<file path="config.mk">
export PLATFORM = sky130hd
export DESIGN_NAME = debounced_toggle_with_adc_blink
export DESIGN_NICKNAME = d
export VERILOG_FILES = /design/src/rtl/dtab_pkg.sv /design/src/rtl/dtab_keys.sv /design/src/rtl/dtab_blink.sv /design/src/rtl/debounced_toggle_with_adc_blink.sv
export VERILOG_INCLUDE_DIRS = /design/src /design/src/rtl
export SDC_FILE = /design/constraint.sdc
export NUM_CORES = 1
export LEC_CHECK = 0
export ABC_AREA = 1
export BUFFER_PORTS_ARGS = -buffer_cell sky130_fd_sc_hd__clkbuf_2
export CORE_AREA = 4 4 135 124
export DETAILED_ROUTE_END_ITERATION = 10
export DIE_AREA = 0 0 139 128
export MAX_ROUTING_LAYER = met4
export PLACE_DENSITY = 0.61
export SYNTH_ARGS = -nofsm -noshare
export SYNTH_HDL_FRONTEND = slang
export SYNTH_SLANG_ARGS = --single-unit
</file>
<file path="constraint.sdc">
create_clock -name clk -period 3.09 [get_ports clk]
set_clock_uncertainty 0.1 [all_clocks]
set_input_delay 0.927 -clock clk [delete_from_list [all_inputs] [get_ports clk]]
set_output_delay 0.927 -clock clk [all_outputs]
set_load 0.01 [all_outputs]
</file>
<file path="src/rtl/debounced_toggle_with_adc_blink_assert.svh">
// assertion macros for the debounced toggle block
`ifndef DEBOUNCED_TOGGLE_WITH_ADC_BLINK_ASSERT_SVH
`define DEBOUNCED_TOGGLE_WITH_ADC_BLINK_ASSERT_SVH

`ifndef SYNTH

`define DTAB_ASSERT_IMP(name, clk, rst_n, ante, cons) \
	name: assert property (@(posedge clk) disable iff (!rst_n) (ante) |-> (cons)) \
		else $error("%m: assertion failed");

`define DTAB_ASSERT_NXT(name, clk, rst_n, ante, cons) \
	name: assert property (@(posedge clk) disable iff (!rst_n) (ante) |=> (cons)) \
		else $error("%m: assertion failed");

`else

`define DTAB_ASSERT_IMP(name, clk, rst_n, ante, cons)

`define DTAB_ASSERT_NXT(name, clk, rst_n, ante, cons)

`endif

`endif

</file>
<file path="src/rtl/dtab_pkg.sv">
// shared types and constants of the debounced toggle block
package dtab_pkg;

	localparam int NUM_KEYS         = 4;
	localparam int DEBOUNCE_SAMPLES = 3;

	localparam int KEY_W  = 4;
	localparam int OUT_W  = 4;
	localparam int PAD_W  = (NUM_KEYS > OUT_W) ? NUM_KEYS : OUT_W;
	localparam int ADC_W  = 10;
	localparam int CD_W   = ADC_W + 2;
	localparam int NUM_CH = 2;

	localparam logic [ADC_W-1:0] THR_RESET = ADC_W'(1016);

	typedef enum logic [1:0] {
		KIND_POLL = 2'd0,
		KIND_TICK = 2'd1,
		KIND_ADC  = 2'd2,
		KIND_NONE = 2'd3
	} kind_t;

	typedef enum logic [1:0] {
		LVL_PRESSED  = 2'd0,
		LVL_RELEASED = 2'd1,
		LVL_UNKNOWN  = 2'd2
	} level_t;

	typedef struct packed {
		kind_t             kind;
		logic [KEY_W-1:0]  key_levels;
		logic              adc_channel;
		logic [ADC_W-1:0]  adc_value;
	} item_t;

endpackage

</file>
<file path="src/rtl/dtab_keys.sv">
// per-key shift register debounce and press detection
`include "debounced_toggle_with_adc_blink_assert.svh"

module dtab_keys (
	input  logic                          clk,
	input  logic                          arst_n,
	input  logic                          go,
	input  dtab_pkg::item_t               item,
	output logic [dtab_pkg::NUM_KEYS-1:0] toggle,
	output logic [dtab_pkg::NUM_KEYS-1:0] pressed
);

	logic [dtab_pkg::DEBOUNCE_SAMPLES-1:0] hist_q  [dtab_pkg::NUM_KEYS];
	logic [dtab_pkg::DEBOUNCE_SAMPLES-1:0] hist_nx [dtab_pkg::NUM_KEYS];
	dtab_pkg::level_t                      stable_q  [dtab_pkg::NUM_KEYS];
	dtab_pkg::level_t                      stable_nx [dtab_pkg::NUM_KEYS];
	logic [dtab_pkg::NUM_KEYS-1:0]         raw;
	logic                                  poll;

	assign raw  = dtab_pkg::NUM_KEYS'(item.key_levels);
	assign poll = go && (item.kind == dtab_pkg::KIND_POLL);

	always_comb begin
		for (int i = 0; i < dtab_pkg::NUM_KEYS; i++) begin
			hist_nx[i]   = hist_q[i];
			stable_nx[i] = stable_q[i];
			toggle[i]    = 1'b0;
			if (poll) begin
				hist_nx[i] = {hist_q[i][dtab_pkg::DEBOUNCE_SAMPLES-2:0], raw[i]};
				if (hist_nx[i] == '0) begin
					stable_nx[i] = dtab_pkg::LVL_PRESSED;
					toggle[i]    = (stable_q[i] != dtab_pkg::LVL_PRESSED);
				end else if (hist_nx[i] == '1) begin
					stable_nx[i] = dtab_pkg::LVL_RELEASED;
				end
			end
			pressed[i] = (stable_nx[i] == dtab_pkg::LVL_PRESSED);
		end
	end

	always_ff @(posedge clk or negedge arst_n) begin
		if (!arst_n) begin
			for (int i = 0; i < dtab_pkg::NUM_KEYS; i++) begin
				hist_q[i]   <= '0;
				stable_q[i] <= dtab_pkg::LVL_UNKNOWN;
			end
		end else begin
			for (int i = 0; i < dtab_pkg::NUM_KEYS; i++) begin
				hist_q[i]   <= hist_nx[i];
				stable_q[i] <= stable_nx[i];
			end
		end
	end

	// a toggle only comes with a fresh stable press
	`DTAB_ASSERT_IMP(a_toggle_pressed, clk, arst_n, go, (toggle & ~pressed) == '0)
	`DTAB_ASSERT_IMP(a_toggle_poll, clk, arst_n, !poll, toggle == '0)

endmodule

</file>
<file path="src/rtl/dtab_blink.sv">
// adc readings, blink threshold and alternating blink countdowns
`include "debounced_toggle_with_adc_blink_assert.svh"

module dtab_blink (
	input  logic                        clk,
	input  logic                        arst_n,
	input  logic                        go,
	input  dtab_pkg::item_t             item,
	input  logic                        cfg_we,
	input  logic [dtab_pkg::ADC_W-1:0]  cfg_data,
	output logic [dtab_pkg::NUM_CH-1:0] toggle
);

	logic [dtab_pkg::ADC_W-1:0] reading_q   [dtab_pkg::NUM_CH];
	logic [dtab_pkg::CD_W-1:0]  countdown_q [dtab_pkg::NUM_CH];
	logic [dtab_pkg::ADC_W-1:0] thr_q;
	logic                       tick_ch_q;
	logic                       tick;
	logic                       active;
	logic                       cd_zero;

	assign tick    = go && (item.kind == dtab_pkg::KIND_TICK);
	assign active  = reading_q[tick_ch_q] < thr_q;
	assign cd_zero = countdown_q[tick_ch_q] == '0;

	always_comb begin
		toggle = '0;
		toggle[tick_ch_q] = tick && active && cd_zero;
	end

	always_ff @(posedge clk or negedge arst_n) begin
		if (!arst_n) begin
			for (int c = 0; c < dtab_pkg::NUM_CH; c++) begin
				reading_q[c]   <= '0;
				countdown_q[c] <= '0;
			end
			thr_q     <= dtab_pkg::THR_RESET;
			tick_ch_q <= 1'b0;
		end else begin
			if (cfg_we) begin
				thr_q <= cfg_data;
			end
			if (go && (item.kind == dtab_pkg::KIND_ADC)) begin
				reading_q[item.adc_channel] <= item.adc_value;
			end
			if (tick) begin
				tick_ch_q <= ~tick_ch_q;
				if (active) begin
					if (cd_zero) begin
						countdown_q[tick_ch_q] <= {reading_q[tick_ch_q], 2'b00};
					end else begin
						countdown_q[tick_ch_q] <= countdown_q[tick_ch_q] - 1'b1;
					end
				end
			end
		end
	end

	`DTAB_ASSERT_NXT(a_tick_alternates, clk, arst_n, tick, tick_ch_q != $past(tick_ch_q))
	`DTAB_ASSERT_NXT(a_pointer_holds, clk, arst_n, !tick, $stable(tick_ch_q))

endmodule

</file>
<file path="src/rtl/debounced_toggle_with_adc_blink.sv">
// top level of the debounced toggle block with adc driven blink
// a result passes the input register, then the result register, and is held while the output stalls
// throughput: one item per cycle while out_ready is high, input register and result register
// the result register frees the input side while a result waits
// reset: key histories cleared and key levels unknown, blink and output state cleared, threshold set to 1016
module debounced_toggle_with_adc_blink (
	input  logic                       clk,
	input  logic                       arst_n,
	input  logic                       in_valid,
	output logic                       in_ready,
	input  logic [1:0]                 kind,
	input  logic [dtab_pkg::KEY_W-1:0] key_levels,
	input  logic                       adc_channel,
	input  logic [dtab_pkg::ADC_W-1:0] adc_value,
	output logic                       out_valid,
	input  logic                       out_ready,
	output logic [dtab_pkg::OUT_W-1:0] out_levels,
	output logic [dtab_pkg::OUT_W-1:0] key_pressed,
	input  logic                       cfg_valid,
	output logic                       cfg_ready,
	input  logic [dtab_pkg::ADC_W-1:0] cfg_data
);

	dtab_pkg::item_t               item_in;
	dtab_pkg::item_t               item_s1;
	logic                          valid_s1;
	logic                          valid_s2;
	logic [dtab_pkg::OUT_W-1:0]    levels_s2;
	logic [dtab_pkg::OUT_W-1:0]    pressed_s2;
	logic [dtab_pkg::NUM_KEYS-1:0] out_state_q;
	logic [dtab_pkg::NUM_KEYS-1:0] out_state_nx;
	logic [dtab_pkg::NUM_KEYS-1:0] key_tog;
	logic [dtab_pkg::NUM_KEYS-1:0] key_prs;
	logic [dtab_pkg::NUM_CH-1:0]   blink_tog;
	logic [dtab_pkg::PAD_W-1:0]    state_pad;
	logic [dtab_pkg::PAD_W-1:0]    pressed_pad;
	logic                          adv;

	always_comb begin
		item_in.kind        = dtab_pkg::kind_t'(kind);
		item_in.key_levels  = key_levels;
		item_in.adc_channel = adc_channel;
		item_in.adc_value   = adc_value;
	end

	assign adv       = valid_s1 && (!valid_s2 || out_ready);
	assign in_ready  = !valid_s1 || adv;
	assign cfg_ready = 1'b1;

	dtab_keys u_keys (
		.clk     (clk),
		.arst_n  (arst_n),
		.go      (adv),
		.item    (item_s1),
		.toggle  (key_tog),
		.pressed (key_prs)
	);

	dtab_blink u_blink (
		.clk      (clk),
		.arst_n   (arst_n),
		.go       (adv),
		.item     (item_s1),
		.cfg_we   (cfg_valid && cfg_ready),
		.cfg_data (cfg_data),
		.toggle   (blink_tog)
	);

	// blink channels map onto the low outputs
	assign out_state_nx = out_state_q ^ key_tog ^ dtab_pkg::NUM_KEYS'(blink_tog);
	assign state_pad    = dtab_pkg::PAD_W'(out_state_nx);
	assign pressed_pad  = dtab_pkg::PAD_W'(key_prs);

	always_ff @(posedge clk or negedge arst_n) begin
		if (!arst_n) begin
			valid_s1    <= 1'b0;
			valid_s2    <= 1'b0;
			out_state_q <= '0;
		end else begin
			if (in_valid && in_ready) begin
				valid_s1 <= 1'b1;
			end else if (adv) begin
				valid_s1 <= 1'b0;
			end
			if (adv) begin
				valid_s2    <= 1'b1;
				out_state_q <= out_state_nx;
			end else if (out_ready) begin
				valid_s2 <= 1'b0;
			end
		end
	end

	always_ff @(posedge clk) begin
		if (in_valid && in_ready) begin
			item_s1 <= item_in;
		end
		if (adv) begin
			levels_s2  <= state_pad[dtab_pkg::OUT_W-1:0];
			pressed_s2 <= pressed_pad[dtab_pkg::OUT_W-1:0];
		end
	end

	assign out_valid   = valid_s2;
	assign out_levels  = levels_s2;
	assign key_pressed = pressed_s2;

	`DTAB_ASSERT_IMP(a_stall_cause, clk, arst_n, !in_ready, valid_s1 && valid_s2 && !out_ready)
	`DTAB_ASSERT_NXT(a_result_follows, clk, arst_n, adv, valid_s2)

endmodule
</file>
==> flow_metrics.tcl <==
set metrics [dict create \
    synth_area_leaders "dfrtp_1, nand2_1, edfxtp_1" \
    worstHoldPathCells 2 \
    path_max_fanout 23 \
    drv_cap 0 \
    cts_root_buffer "clkbuf_16" \
    yosysTopAreaCell "dfrtp_1" \
    via_per_inst 4.55 \
    synth.distinct_cells 40 \
    ctsHoldBuffers 0 \
    drive_above_1_share_pct 15.9 \
    fin_nets 723 \
    start_util_pct 34.7 \
    syn-num-nets 686 \
    grt_max_degree 43 \
    dieArea_mm2 0.0178 \
    regArea_mm2 0.00269 \
    grt_overflow 0 \
    ys_top_cells_by_count "nand2_1, inv_1, dfrtp_1, nor2_1, o21ai_0" \
    ant_nets 0 \
    synth_top_cell_area_share_pct 31.2 \
    first_global_vias 3796 \
    clock_sinks 102 \
    netlist_area_mm2 0.00530 \
    clk_path_buf_depth 2 \
    startpoint_type "flip-flop" \
    htreeDepth 3 \
    fp.dieH_um 128 \
    num_antenna_cells 0 \
    ctsResizeCount 0 \
    power.density_mw_per_mm2 865 \
    hold_viol_final 0 \
    io_buffers 41 \
    die_w_um 139 \
    ir_worst_vdd_uv 342 \
    drtIter0Drc 278 \
    num_rows 43 \
    worstPathArrival_ns 2.81 \
    synth_seq_cells 102 \
    synth_area_per_cell_um2 8.24 \
    gp_congestion 0.847 \
    wl_per_cell_um 12.5 \
    antenna_found_initial 0 \
    yosysSeqAreaShare_pct 50.8 \
    fmax_ghz 0.371 \
    syn_inst 643 \
    track_usage_pct 13.6 \
    ios 43 \
    multi_input_area_mm2 0.00216 \
    slew_headroom_pct 55.3 \
    dp_hpwl_um 8250 \
    grt_pass1_wl_um 19000 \
    crit_type "reg2reg" \
    dr.pass1.iters 5 \
    final-max-slew-violation-count 0 \
    hold_class "reg2reg" \
    cellLeakagePower_uw 0.00304 \
    wirelength_um 11100 \
    yosysMostFrequentCell "nand2_1" \
    end_kind "flip-flop" \
    coreArea_mm2 0.0153 \
    synth_edf_count 25 \
    ys_warn_count 0 \
    fin_crit_sh_pct 87.1 \
    worstPathRequired_ns 3.21 \
    drc_errors 0 \
    status "complete, no violations" \
    numCtsBuffers 9 \
    cts_tree "yes" \
    synth_async_sr_flop_share_pct 75.5 \
    syn_to_final_growth_pct 12.4 \
    n_fill_cell 1576 \
    clkLatencyLatePin_ns 0.35 \
    worst_pin_slew_ns 0.668 \
    vias 4034 \
    setup_viol 0 \
    post_cts_buffers 0 \
    period_minus_slack_ns 2.69 \
    fin_setup_tns_ns 0 \
    path_clk_slew_ns 0.07 \
    fin_util_pct 39.0 \
    dominantRegCellSynth "dfrtp_1" \
    rsz0062_at_grt "no" \
    reg2regPathDepth 14 \
]
==> cells in the final DEF, fill, tap and decap left out, drive strengths merged, types with 2 or more instances in the layout <==
cell type  Yosys  routed
nand2        244     244
inv           76      79
dfrtp         66      66
nor2          61      61
o21ai         51      51
clkbuf         7      51
nand3         39      39
edfxtp        25      25
ha            11      11
dfstp         11      11
xor2           8       8
a21oi          8       8
buf           13       6
nand4          5       5
a21boi         4       4
nor3b          2       2
nor3           2       2
o21a           2       2
xnor2          2       2
clkinv         1       2
==> layout make-up <==
| type | instances | area share (%) |
|---|---|---|
| flip-flops and latches | 102 | 45.2 |
| clock buffers | 11 | 4.07 |
| well taps | 202 | 4.24 |
| clock inverters | 5 | 0.693 |
| inverters | 77 | 4.98 |
| multi-input cells | 444 | 36.3 |
| repair buffers | 46 | 4.54 |
==> through the flow <==
| stage | total power (µW) | area [µm²] | worst slack, ns | hold slack [ns] | cells |
|---|---|---|---|---|---|
| finish | 5150 | 5960 | 0.397 | 0.371 | 887 |
| CTS | 5190 | 5960 | 0.398 | 0.376 | 887 |
| global placement | 4080 | 5670 | 0.284 | 0.359 | 871 |
| detailed placement | 4080 | 5670 | 0.296 | 0.366 | 871 |
| global route | 5600 | 5960 | 0.119 | 0.404 | 887 |
| floorplan | 3630 | 5300 | 0.538 | 0.350 | 643 |
==> cell families after synthesis <==
family	share of synthesized area, %
simple gates	29.6
compound gates	6.70
buf+inv	8.43
flops	50.8
other cells	0.0707
mux	0.212
fa+ha+maj	2.60
xor+xnor	1.65
==> metal layers <==
layer | up-vias | wire length, µm | global-route usage (%)
li1 | 2083 | - | -
met1 | 1840 | 5390 | 19.1
met2 | 95 | 5060 | 20.5
met3 | 16 | 458 | 1.45
met4 | 0 | 213 | 5.01
met5 | - | 0 | -
==> power by group <==
part / switching, µW / internal (µW) / total, µW
clock network: 509 / 579 / 1090
registers: 253 / 1780 / 2030
logic: 1330 / 703 / 2030
==> registers in the layout, summed over array words and instances (netlist names) <==
signal	cells
u_keys.stable_q	8
u_blink.thr_q	10
valid_s1	1
u_blink.countdown_q	24
out_levels	4
u_keys.hist_q	8
u_blink.reading_q	20
key_pressed	4
out_state_q	4
u_blink.tick_ch_q	1
out_valid	1
item_s1	17
==> final timing paths <==
check                                                   start                                   to  slack [ns]
worst max-delay path            u_blink.tick_ch_q$_DFFE_PN0P_  u_blink.countdown_q[10]$_DFFE_PN0P_        0.40
worst min-delay path             u_keys.stable_q[3]$_DFF_PN1_         u_keys.stable_q[3]$_DFF_PN1_        0.37
worst max register to register  u_blink.tick_ch_q$_DFFE_PN0P_  u_blink.countdown_q[10]$_DFFE_PN0P_        0.40
worst min register to register   u_keys.stable_q[3]$_DFF_PN1_         u_keys.stable_q[3]$_DFF_PN1_        0.37
max in group asynchronous                              arst_n         u_keys.stable_q[3]$_DFF_PN1_        1.80
min in group asynchronous                              arst_n         u_blink.thr_q[1]$_DFFE_PN0P_        0.45
==> critical path, stage by stage (launching register included) <==
cell      delay (ns)
dfrtp_1         0.62
inv_8           0.14
nand2_1         0.13
nand2_1         0.06
ha_1            0.29
nand2_1         0.09
inv_1           0.04
nand2_1         0.06
nand2_1         0.04
nor2_1          0.09
nand2_1         0.08
inv_1           0.17
nand3_4         0.24
nor2_1          0.30
a21boi_1        0.11
Power figures use the tool's default switching activity.
